--- config.mk ---
export PLATFORM = sky130hd
export DESIGN_NAME = cspl_alu
export DESIGN_NICKNAME = d
export VERILOG_FILES = /design/src/sv/cspl_pkg.sv /design/src/sv/cspl_alu.sv
export SDC_FILE = /design/constraint.sdc
export NUM_CORES = 2
export LEC_CHECK = 0
export CAP_MARGIN = 15
export CORE_MARGIN = 4
export CORE_UTILIZATION = 40
export DETAILED_ROUTE_END_ITERATION = 6
export DONT_BUFFER_PORTS = 1
export SYNTH_ARGS = -nofsm -noshare
export SYNTH_HDL_FRONTEND = slang
export SYNTH_SLANG_ARGS = --single-unit
--- constraint.sdc ---
create_clock -name clock -period 14.86 [get_ports clock]
set_clock_uncertainty 0.1 [all_clocks]
set_input_delay 2.229 -clock clock [delete_from_list [all_inputs] [get_ports clock]]
set_output_delay 2.229 -clock clock [all_outputs]
set_load 0.01 [all_outputs]
--- src/sv/cspl_pkg.sv ---
// Shared types, constants and the arithmetic program of the cubic spline evaluator.
// Used by cspl_alu and cubic_spline_evaluator; depends on nothing.
package cspl_pkg;

   localparam int DEF_MAX_KNOTS = 256;
   localparam int DEF_FRAC_BITS = 16;

   localparam logic [61:0]        SAT_MAG = {62{1'b1}};
   localparam logic signed [63:0] SAT_POS = $signed({2'b00, SAT_MAG});

   typedef enum logic [2:0] {
      OP_ADD,
      OP_SUB,
      OP_MULQ,
      OP_MULK,
      OP_DIVQ,
      OP_DIVK
   } alu_op_type;

   typedef enum logic [2:0] {
      AS_IDLE,
      AS_MUL,
      AS_MUL_END,
      AS_DIV,
      AS_DIV_END,
      AS_FIN
   } alu_state_type;

   typedef enum logic [3:0] {
      ST_IDLE,
      ST_LO,
      ST_HI,
      ST_SRCH,
      ST_CMP,
      ST_FETCH_A,
      ST_FETCH_B,
      ST_FETCH_C,
      ST_SETUP,
      ST_ISSUE,
      ST_WAIT,
      ST_FINISH
   } state_type;

   typedef enum logic [4:0] {
      SRC_X, SRC_H, SRC_F0, SRC_F1, SRC_M0, SRC_M1,
      SRC_ONE, SRC_ZERO, SRC_K2, SRC_K3, SRC_K6,
      SRC_T, SRC_X2H, SRC_X3H, SRC_XX, SRC_XH,
      SRC_A, SRC_C, SRC_D, SRC_BP, SRC_AP, SRC_CP, SRC_DP,
      SRC_T1, SRC_T2, SRC_S1, SRC_VAL, SRC_SLOPE
   } src_type;

   typedef struct packed {
      alu_op_type op;
      src_type    src_a;
      src_type    src_b;
      src_type    dst;
   } instr_type;

   typedef struct packed {
      logic               start;
      alu_op_type         op;
      logic signed [63:0] opa;
      logic signed [63:0] opb;
   } alu_cmd_type;

   typedef struct packed {
      logic               done;
      logic               clip;
      logic signed [63:0] result;
   } alu_rsp_type;

   localparam logic [5:0] PROG_LAST = 6'd37;

   function automatic instr_type prog_at(input logic [5:0] pc);
      instr_type ins;
      case (pc)
         6'd0:  ins = '{OP_DIVQ, SRC_X,   SRC_H,   SRC_T};
         6'd1:  ins = '{OP_MULQ, SRC_X,   SRC_T,   SRC_X2H};
         6'd2:  ins = '{OP_MULQ, SRC_X2H, SRC_X,   SRC_X3H};
         6'd3:  ins = '{OP_MULQ, SRC_X,   SRC_X,   SRC_XX};
         6'd4:  ins = '{OP_MULQ, SRC_X,   SRC_H,   SRC_XH};
         6'd5:  ins = '{OP_SUB,  SRC_ONE, SRC_T,   SRC_A};
         6'd6:  ins = '{OP_MULK, SRC_XX,  SRC_K3,  SRC_T1};
         6'd7:  ins = '{OP_SUB,  SRC_T1,  SRC_X3H, SRC_T1};
         6'd8:  ins = '{OP_MULK, SRC_XH,  SRC_K2,  SRC_T2};
         6'd9:  ins = '{OP_SUB,  SRC_T1,  SRC_T2,  SRC_T1};
         6'd10: ins = '{OP_DIVK, SRC_T1,  SRC_K6,  SRC_C};
         6'd11: ins = '{OP_SUB,  SRC_X3H, SRC_XH,  SRC_T1};
         6'd12: ins = '{OP_DIVK, SRC_T1,  SRC_K6,  SRC_D};
         6'd13: ins = '{OP_DIVQ, SRC_ONE, SRC_H,   SRC_BP};
         6'd14: ins = '{OP_SUB,  SRC_ZERO, SRC_BP, SRC_AP};
         6'd15: ins = '{OP_MULK, SRC_X,   SRC_K6,  SRC_T1};
         6'd16: ins = '{OP_MULK, SRC_X2H, SRC_K3,  SRC_T2};
         6'd17: ins = '{OP_SUB,  SRC_T1,  SRC_T2,  SRC_T1};
         6'd18: ins = '{OP_MULK, SRC_H,   SRC_K2,  SRC_T2};
         6'd19: ins = '{OP_SUB,  SRC_T1,  SRC_T2,  SRC_T1};
         6'd20: ins = '{OP_DIVK, SRC_T1,  SRC_K6,  SRC_CP};
         6'd21: ins = '{OP_MULK, SRC_X2H, SRC_K3,  SRC_T1};
         6'd22: ins = '{OP_SUB,  SRC_T1,  SRC_H,   SRC_T1};
         6'd23: ins = '{OP_DIVK, SRC_T1,  SRC_K6,  SRC_DP};
         6'd24: ins = '{OP_MULQ, SRC_A,   SRC_F0,  SRC_T1};
         6'd25: ins = '{OP_MULQ, SRC_T,   SRC_F1,  SRC_T2};
         6'd26: ins = '{OP_ADD,  SRC_T1,  SRC_T2,  SRC_S1};
         6'd27: ins = '{OP_MULQ, SRC_C,   SRC_M0,  SRC_T1};
         6'd28: ins = '{OP_MULQ, SRC_D,   SRC_M1,  SRC_T2};
         6'd29: ins = '{OP_ADD,  SRC_T1,  SRC_T2,  SRC_T1};
         6'd30: ins = '{OP_ADD,  SRC_S1,  SRC_T1,  SRC_VAL};
         6'd31: ins = '{OP_MULQ, SRC_AP,  SRC_F0,  SRC_T1};
         6'd32: ins = '{OP_MULQ, SRC_BP,  SRC_F1,  SRC_T2};
         6'd33: ins = '{OP_ADD,  SRC_T1,  SRC_T2,  SRC_S1};
         6'd34: ins = '{OP_MULQ, SRC_CP,  SRC_M0,  SRC_T1};
         6'd35: ins = '{OP_MULQ, SRC_DP,  SRC_M1,  SRC_T2};
         6'd36: ins = '{OP_ADD,  SRC_T1,  SRC_T2,  SRC_T1};
         6'd37: ins = '{OP_ADD,  SRC_S1,  SRC_T1,  SRC_SLOPE};
         default: ins = '{OP_ADD, SRC_ZERO, SRC_ZERO, SRC_T1};
      endcase
      return ins;
   endfunction

endpackage

--- src/sv/cspl_alu.sv ---
// Shared saturating fixed-point unit: add and subtract, multiply over four 31x31 partial
// products, restoring divide one quotient bit a cycle, divide by six through a
// reciprocal multiply on the same partial-product path. Depends on cspl_pkg.
module cspl_alu #(
   parameter int FRAC_BITS = cspl_pkg::DEF_FRAC_BITS
) (
   input  logic                  clock,
   input  logic                  reset,
   input  cspl_pkg::alu_cmd_type cmd,
   output cspl_pkg::alu_rsp_type rsp
);

   localparam logic [61:0]  DIVQ_LIM   = cspl_pkg::SAT_MAG >> FRAC_BITS;
   localparam logic [123:0] ROUND_HALF = 124'(1) << (FRAC_BITS - 1);
   localparam logic [61:0]  RECIP3     = 62'h2AAA_AAAA_AAAA_AAAB;

   cspl_pkg::alu_state_type state_ff, state_in;
   cspl_pkg::alu_op_type    op_ff, op_in;
   logic                    neg_ff, neg_in;
   logic [61:0]             ua_ff, ua_in, ub_ff, ub_in, rem_ff, rem_in;
   logic [123:0]            acc_ff, acc_in;
   logic [62:0]             quo_ff, quo_in;
   logic [5:0]              cnt_ff, cnt_in;
   logic signed [63:0]      res_ff, res_in;
   logic                    clip_ff, clip_in;

   logic [61:0]        a_mag, b_mag, fin_mag;
   logic signed [63:0] sum;
   logic [30:0]        mul_a, mul_b;
   logic [61:0]        pp;
   logic [123:0]       pp_ext, acc_rnd;
   logic [62:0]        rem_try;

   assign a_mag = cmd.opa[63] ? 62'(-cmd.opa) : 62'(cmd.opa);
   assign b_mag = cmd.opb[63] ? 62'(-cmd.opb) : 62'(cmd.opb);
   assign sum   = (cmd.op == cspl_pkg::OP_SUB) ? cmd.opa - cmd.opb : cmd.opa + cmd.opb;
   assign mul_a = cnt_ff[1] ? ua_ff[61:31] : ua_ff[30:0];
   assign mul_b = cnt_ff[0] ? ub_ff[61:31] : ub_ff[30:0];
   assign pp    = mul_a * mul_b;
   assign acc_rnd = (acc_ff + ROUND_HALF) >> FRAC_BITS;
   assign rem_try = {rem_ff, quo_ff[62]};

   always_comb begin
      case (cnt_ff[1:0])
         2'd0:       pp_ext = 124'(pp);
         2'd1, 2'd2: pp_ext = 124'(pp) << 31;
         default:    pp_ext = 124'(pp) << 62;
      endcase
   end

   always_comb begin
      state_in = state_ff;
      case (state_ff)
         cspl_pkg::AS_IDLE: begin
            if (cmd.start) begin
               case (cmd.op)
                  cspl_pkg::OP_ADD, cspl_pkg::OP_SUB: state_in = cspl_pkg::AS_FIN;
                  cspl_pkg::OP_MULQ, cspl_pkg::OP_MULK, cspl_pkg::OP_DIVK: begin
                     state_in = cspl_pkg::AS_MUL;
                  end
                  cspl_pkg::OP_DIVQ: begin
                     state_in = (a_mag > DIVQ_LIM) ? cspl_pkg::AS_FIN : cspl_pkg::AS_DIV;
                  end
                  default: state_in = cspl_pkg::AS_IDLE;
               endcase
            end
         end
         cspl_pkg::AS_MUL: begin
            if (cnt_ff == 6'd3) begin
               state_in = cspl_pkg::AS_MUL_END;
            end
         end
         cspl_pkg::AS_MUL_END: state_in = cspl_pkg::AS_FIN;
         cspl_pkg::AS_DIV: begin
            if (cnt_ff == 6'd62) begin
               state_in = cspl_pkg::AS_DIV_END;
            end
         end
         cspl_pkg::AS_DIV_END: state_in = cspl_pkg::AS_FIN;
         cspl_pkg::AS_FIN: state_in = cspl_pkg::AS_IDLE;
         default: state_in = cspl_pkg::AS_IDLE;
      endcase
   end

   always_comb begin
      op_in   = op_ff;
      neg_in  = neg_ff;
      ua_in   = ua_ff;
      ub_in   = ub_ff;
      rem_in  = rem_ff;
      acc_in  = acc_ff;
      quo_in  = quo_ff;
      cnt_in  = cnt_ff;
      res_in  = res_ff;
      clip_in = clip_ff;
      fin_mag = '0;
      case (state_ff)
         cspl_pkg::AS_IDLE: begin
            if (cmd.start) begin
               op_in   = cmd.op;
               neg_in  = cmd.opa[63] ^ cmd.opb[63];
               ua_in   = a_mag;
               ub_in   = b_mag;
               acc_in  = '0;
               rem_in  = '0;
               cnt_in  = '0;
               clip_in = 1'b0;
               case (cmd.op)
                  cspl_pkg::OP_ADD, cspl_pkg::OP_SUB: begin
                     if (sum > cspl_pkg::SAT_POS) begin
                        res_in  = cspl_pkg::SAT_POS;
                        clip_in = 1'b1;
                     end else if (sum < -cspl_pkg::SAT_POS) begin
                        res_in  = -cspl_pkg::SAT_POS;
                        clip_in = 1'b1;
                     end else begin
                        res_in = sum;
                     end
                  end
                  cspl_pkg::OP_DIVQ: begin
                     if (a_mag > DIVQ_LIM) begin
                        res_in  = (cmd.opa[63] ^ cmd.opb[63]) ? -cspl_pkg::SAT_POS
                                                              : cspl_pkg::SAT_POS;
                        clip_in = 1'b1;
                     end else begin
                        quo_in = 63'({1'b0, a_mag} << FRAC_BITS) + 63'(b_mag >> 1);
                     end
                  end
                  cspl_pkg::OP_DIVK: begin
                     ua_in = 62'((63'(a_mag) + 63'd3) >> 1);
                     ub_in = RECIP3;
                  end
                  default: ;
               endcase
            end
         end
         cspl_pkg::AS_MUL: begin
            acc_in = acc_ff + pp_ext;
            cnt_in = cnt_ff + 6'd1;
         end
         cspl_pkg::AS_MUL_END: begin
            if (op_ff == cspl_pkg::OP_DIVK) begin
               fin_mag = 62'(acc_ff[123:63]);
            end else if (acc_ff > 124'(cspl_pkg::SAT_MAG)) begin
               fin_mag = cspl_pkg::SAT_MAG;
               clip_in = 1'b1;
            end else if (op_ff == cspl_pkg::OP_MULQ) begin
               fin_mag = acc_rnd[61:0];
            end else begin
               fin_mag = acc_ff[61:0];
            end
            res_in = neg_ff ? -$signed({2'b00, fin_mag}) : $signed({2'b00, fin_mag});
         end
         cspl_pkg::AS_DIV: begin
            if (rem_try >= {1'b0, ub_ff}) begin
               rem_in = 62'(rem_try - {1'b0, ub_ff});
               quo_in = {quo_ff[61:0], 1'b1};
            end else begin
               rem_in = rem_try[61:0];
               quo_in = {quo_ff[61:0], 1'b0};
            end
            cnt_in = cnt_ff + 6'd1;
         end
         cspl_pkg::AS_DIV_END: begin
            if (quo_ff > {1'b0, cspl_pkg::SAT_MAG}) begin
               fin_mag = cspl_pkg::SAT_MAG;
               clip_in = 1'b1;
            end else begin
               fin_mag = quo_ff[61:0];
            end
            res_in = neg_ff ? -$signed({2'b00, fin_mag}) : $signed({2'b00, fin_mag});
         end
         default: ;
      endcase
   end

   always_comb begin
      rsp.done   = (state_ff == cspl_pkg::AS_FIN);
      rsp.clip   = clip_ff;
      rsp.result = res_ff;
   end

   always_ff @(posedge clock) begin
      if (reset) begin
         state_ff <= cspl_pkg::AS_IDLE;
      end else begin
         state_ff <= state_in;
      end
      op_ff   <= op_in;
      neg_ff  <= neg_in;
      ua_ff   <= ua_in;
      ub_ff   <= ub_in;
      rem_ff  <= rem_in;
      acc_ff  <= acc_in;
      quo_ff  <= quo_in;
      cnt_ff  <= cnt_in;
      res_ff  <= res_in;
      clip_ff <= clip_in;
   end

endmodule

==> results.md <==
Layout:
- The library cell used most frequently in the layout, excluding fill and tap cells, is nor2_1.
- After routing the design area is 84100 sq um.
- Cells fill 43.5% of the core in the end.
- The post-route netlist has 5.95% of its cells at a drive strength greater than 1.
- The post-synthesis to final-layout area growth is 7.72%.
- The final-stage net count is 10.9k.
- In the layout the commonest cells are nor2_1 (1184), nand2_1 (1098), inv_1 (1075), fa_1 (841), ha_1 (558).

Worst setup path:
- The worst setup path is captured at a flip-flop.
- The maximum fanout encountered on the critical timing path is 40.
- The critical path is of the reg -> reg type.
- The slowest stage of the critical path is the mux2i_4 cell.
- The type of origin of the critical path is a flip-flop.
- The worst register-to-register path has a depth of 45.
- At the worst endpoint, the arrival time is 14.74 ns.
- At the worst endpoint, the required time is 15.20 ns.
- The most frequent cell on the critical path is fa_1.
- The largest stage delay on the critical path is 0.71 ns.

Outcome:
- The flow ran to the end, and the final reports show no timing, DRC or antenna violations.

Yosys:
- The post-synth design cell area is 78000 sq um.
- The total of warnings raised by yosys is 0.
- The sequential area share after synthesis is 17.3%.
- The flop and latch count out of synthesis is 451.
- The average instance in the mapped netlist occupies 8.20 sq um.
- The parity-gate share of the synthesized area counting xor and xnor cells is 7.22%.
- In the synthesized netlist the async set-or-reset flop fraction comes to 0%.
- The most used flip-flop cell after synthesis is edfxtp_1.
- The number of instances in the synthesized netlist is 9515.
- The synthesized netlist devotes 16.6% of its cell area to compound gates.
- After synthesis, the netlist uses 98 different library cells.
- The post-synthesis share of cell area spent on full adders, half adders and majority gates is 30.5%.
- The multiplexer share of the synthesized area is 1.81%.
- Yosys mapped a number of flops with a built-in enable equal to 448.
- The combinational family with the most area after synthesis is adder cells.
- The net count after synthesis is 11.0k.
- The post-synthesis simple-gate area fraction is 19.0%.

Flow run:
- The tool flagged a number of max-cap violations equal to 0.

Clock tree:
- The number of buffers inserted during clock tree synthesis is 59.
- The H-tree generated during clock tree synthesis spans 2 levels.
- The clock tree from TritonCTS is yes.
- In this run the deepest clock path goes through 3 buffers.
- The clock tree root driver cell is clkbuf_16.
- The clock slew at the register clock pins of the worst setup and hold paths is 0.07 ns.
- The number of buffers inserted by hold repair at cts is 0.
- The total number of clock tree sinks is 451.
- For the worst-skew pair, the clock arrives at the later sink with an insertion delay of 0.75 ns.

Drt:
- The residual DRC count is 0.
- The via count is 73.4k.
- The first detailed-routing pass took 6 iterations.
- Using the TritonRoute via totals, the vias-per-cell ratio works out to 6.14.
- The average routed wire per standard cell is 29.5 microns.
- Once detail routing completed, the nets flagged for antenna violations numbered 0.
- The total wire length after detailed routing is 353000 microns.
- The first routing iteration left 9006 violations.

Timing:
- The worst relative slew slack is 5.84%.
- The routed design could run at a clock period as short as 14.40 ns.
- The final worst-path cycle share is 96.9%.
- The timing-limited maximum frequency is 69.4 MHz.
- After routing, the total negative slack on setup checks comes to 0 ns.
- The final count of pins violating max slew is 0.
- The final hold violation count was 0.
- Setup violations remaining at the end of the flow were counted as 0.
- The transition time of the tightest slew-check pin is 1.40 ns.
- Setup repair after global routing left no endpoint under its margin.
- The worst slack on hold paths is 0.474 ns.

Placement:
- Routability-driven placement finished with a final weighted congestion of 1.06.
- The post-DP HPWL is 291000 microns.
- Buffers placed on the I/O ports in this run total 0.
- Once placement finished, the instance area stood at 81900 sq um.

Die:
- For this design the top-level I/O count stands at 200.
- The die is 450 microns wide.
- The height of the die is 450 microns.
- The die covers 202000 sq um.
- In this run the core area contains 161 standard-cell rows.
- In this run the standard cell core region covers 193000 sq um.
- The effective utilization at floorplan is 40.4%.

Global routing:
- The via count of the first global-routing pass is 71.1k.
- The first global-routing pass estimated 504000 microns of wire.
- After global routing the overflow that remains totals 0.
- The maximum number of pins on one net before global-route repair is 89.
- The overall fraction of global-route tracks in use is 33.8%.
- The number of antenna violations at the first check in global routing came to 54.

Min path:
- The worst min-delay path category is reg -> reg.
- Along the worst hold path, the cell count comes to 1.
synthesized netlist by cell type (130+ instances only):
cell type / instances / area, sq um
a21o_1: 239 / 1790
inv_1: 1076 / 4040
a21oi_1: 524 / 2620
clkbuf_1: 439 / 1650
nor3_1: 148 / 741
nor2_1: 1186 / 4450
nand3_1: 136 / 681
nand2_1: 1102 / 4140
o21ai_0: 455 / 2280
fa_1: 841 / 16800
xor2_1: 281 / 2460
xnor2_1: 362 / 3170
ha_1: 558 / 6980
edfxtp_1: 448 / 13500
nand4_1: 130 / 813
logic make-up (layout without fill, tap and decap cells):
group | after synthesis | in the layout
muxes | 137 | 137
buffers and inverters | 1563 | 1474
xor gates and xnor gates | 643 | 643
adders and majority gates | 1399 | 1399
AOI/OAI and AO/OA | 2021 | 2021
other | 0 | 15
DFF | 451 | 451
and+or+nand+nor | 3301 | 3301
area by class of cell:
| cell class | count | area (sq um) |
|---|---|---|
| well taps | 2526 | 3160 |
| flip-flops and latches | 451 | 13500 |
| fillers | 19300 | 109000 |
| inverters | 1077 | 4050 |
| diodes | 15 | 37.5 |
| multi-input cells | 7501 | 59000 |
| clock buffers | 60 | 1480 |
| clock inverters | 48 | 520 |
| repair buffers | 289 | 2360 |
worst max-delay path, delay by kind of cell, from the launching register on:
kind	cells	cell delay, ns
simple gates	9	2.15
fa+ha+maj	10	4.32
buf+inv	8	1.32
flops	1	0.57
mux	1	0.71
xor+xnor	2	0.58
compound gates	15	4.37
layer usage:
layer	global-route usage, %	wire, microns
met1	44.6	140000
met2	51.3	152000
met3	7.28	35600
met4	19.5	25500
met5	0	145
sequential cells by signal, indices dropped and copies added, names as in the netlist, 6 cells and up:
name	flops
ua_ff	62
ub_ff	62
rem_ff	62
res_ff	64
cnt_ff	6
quo_ff	63
acc_ff	124
timing repair:
action | 4_1_cts | 5_1_grt
setup endpoints to repair | 0 | 21
setup buffers | 0 | 2
resized for setup | 0 | 5
final timing paths:
kind,slack [ns],startpoint,endpoint
hold / removal,0.47,rem_ff[50],rem_ff[51]
setup reg to reg,0.46,cnt_ff[1],acc_ff[110]
setup / recovery,0.46,cnt_ff[1],acc_ff[110]
hold reg to reg,0.47,rem_ff[50],rem_ff[51]
metrics by stage:
step                instances  setup slack, ns
floorplan                9515             1.89
global placement        11800            0.441
detailed placement      11800            0.272
CTS                     11900            0.286
global route            12000           0.0546
finish                  12000            0.460
Power is left out: the tool's default activity adds up to more than one toggle a clock period on the data nets, which glitch-free logic cannot reach.
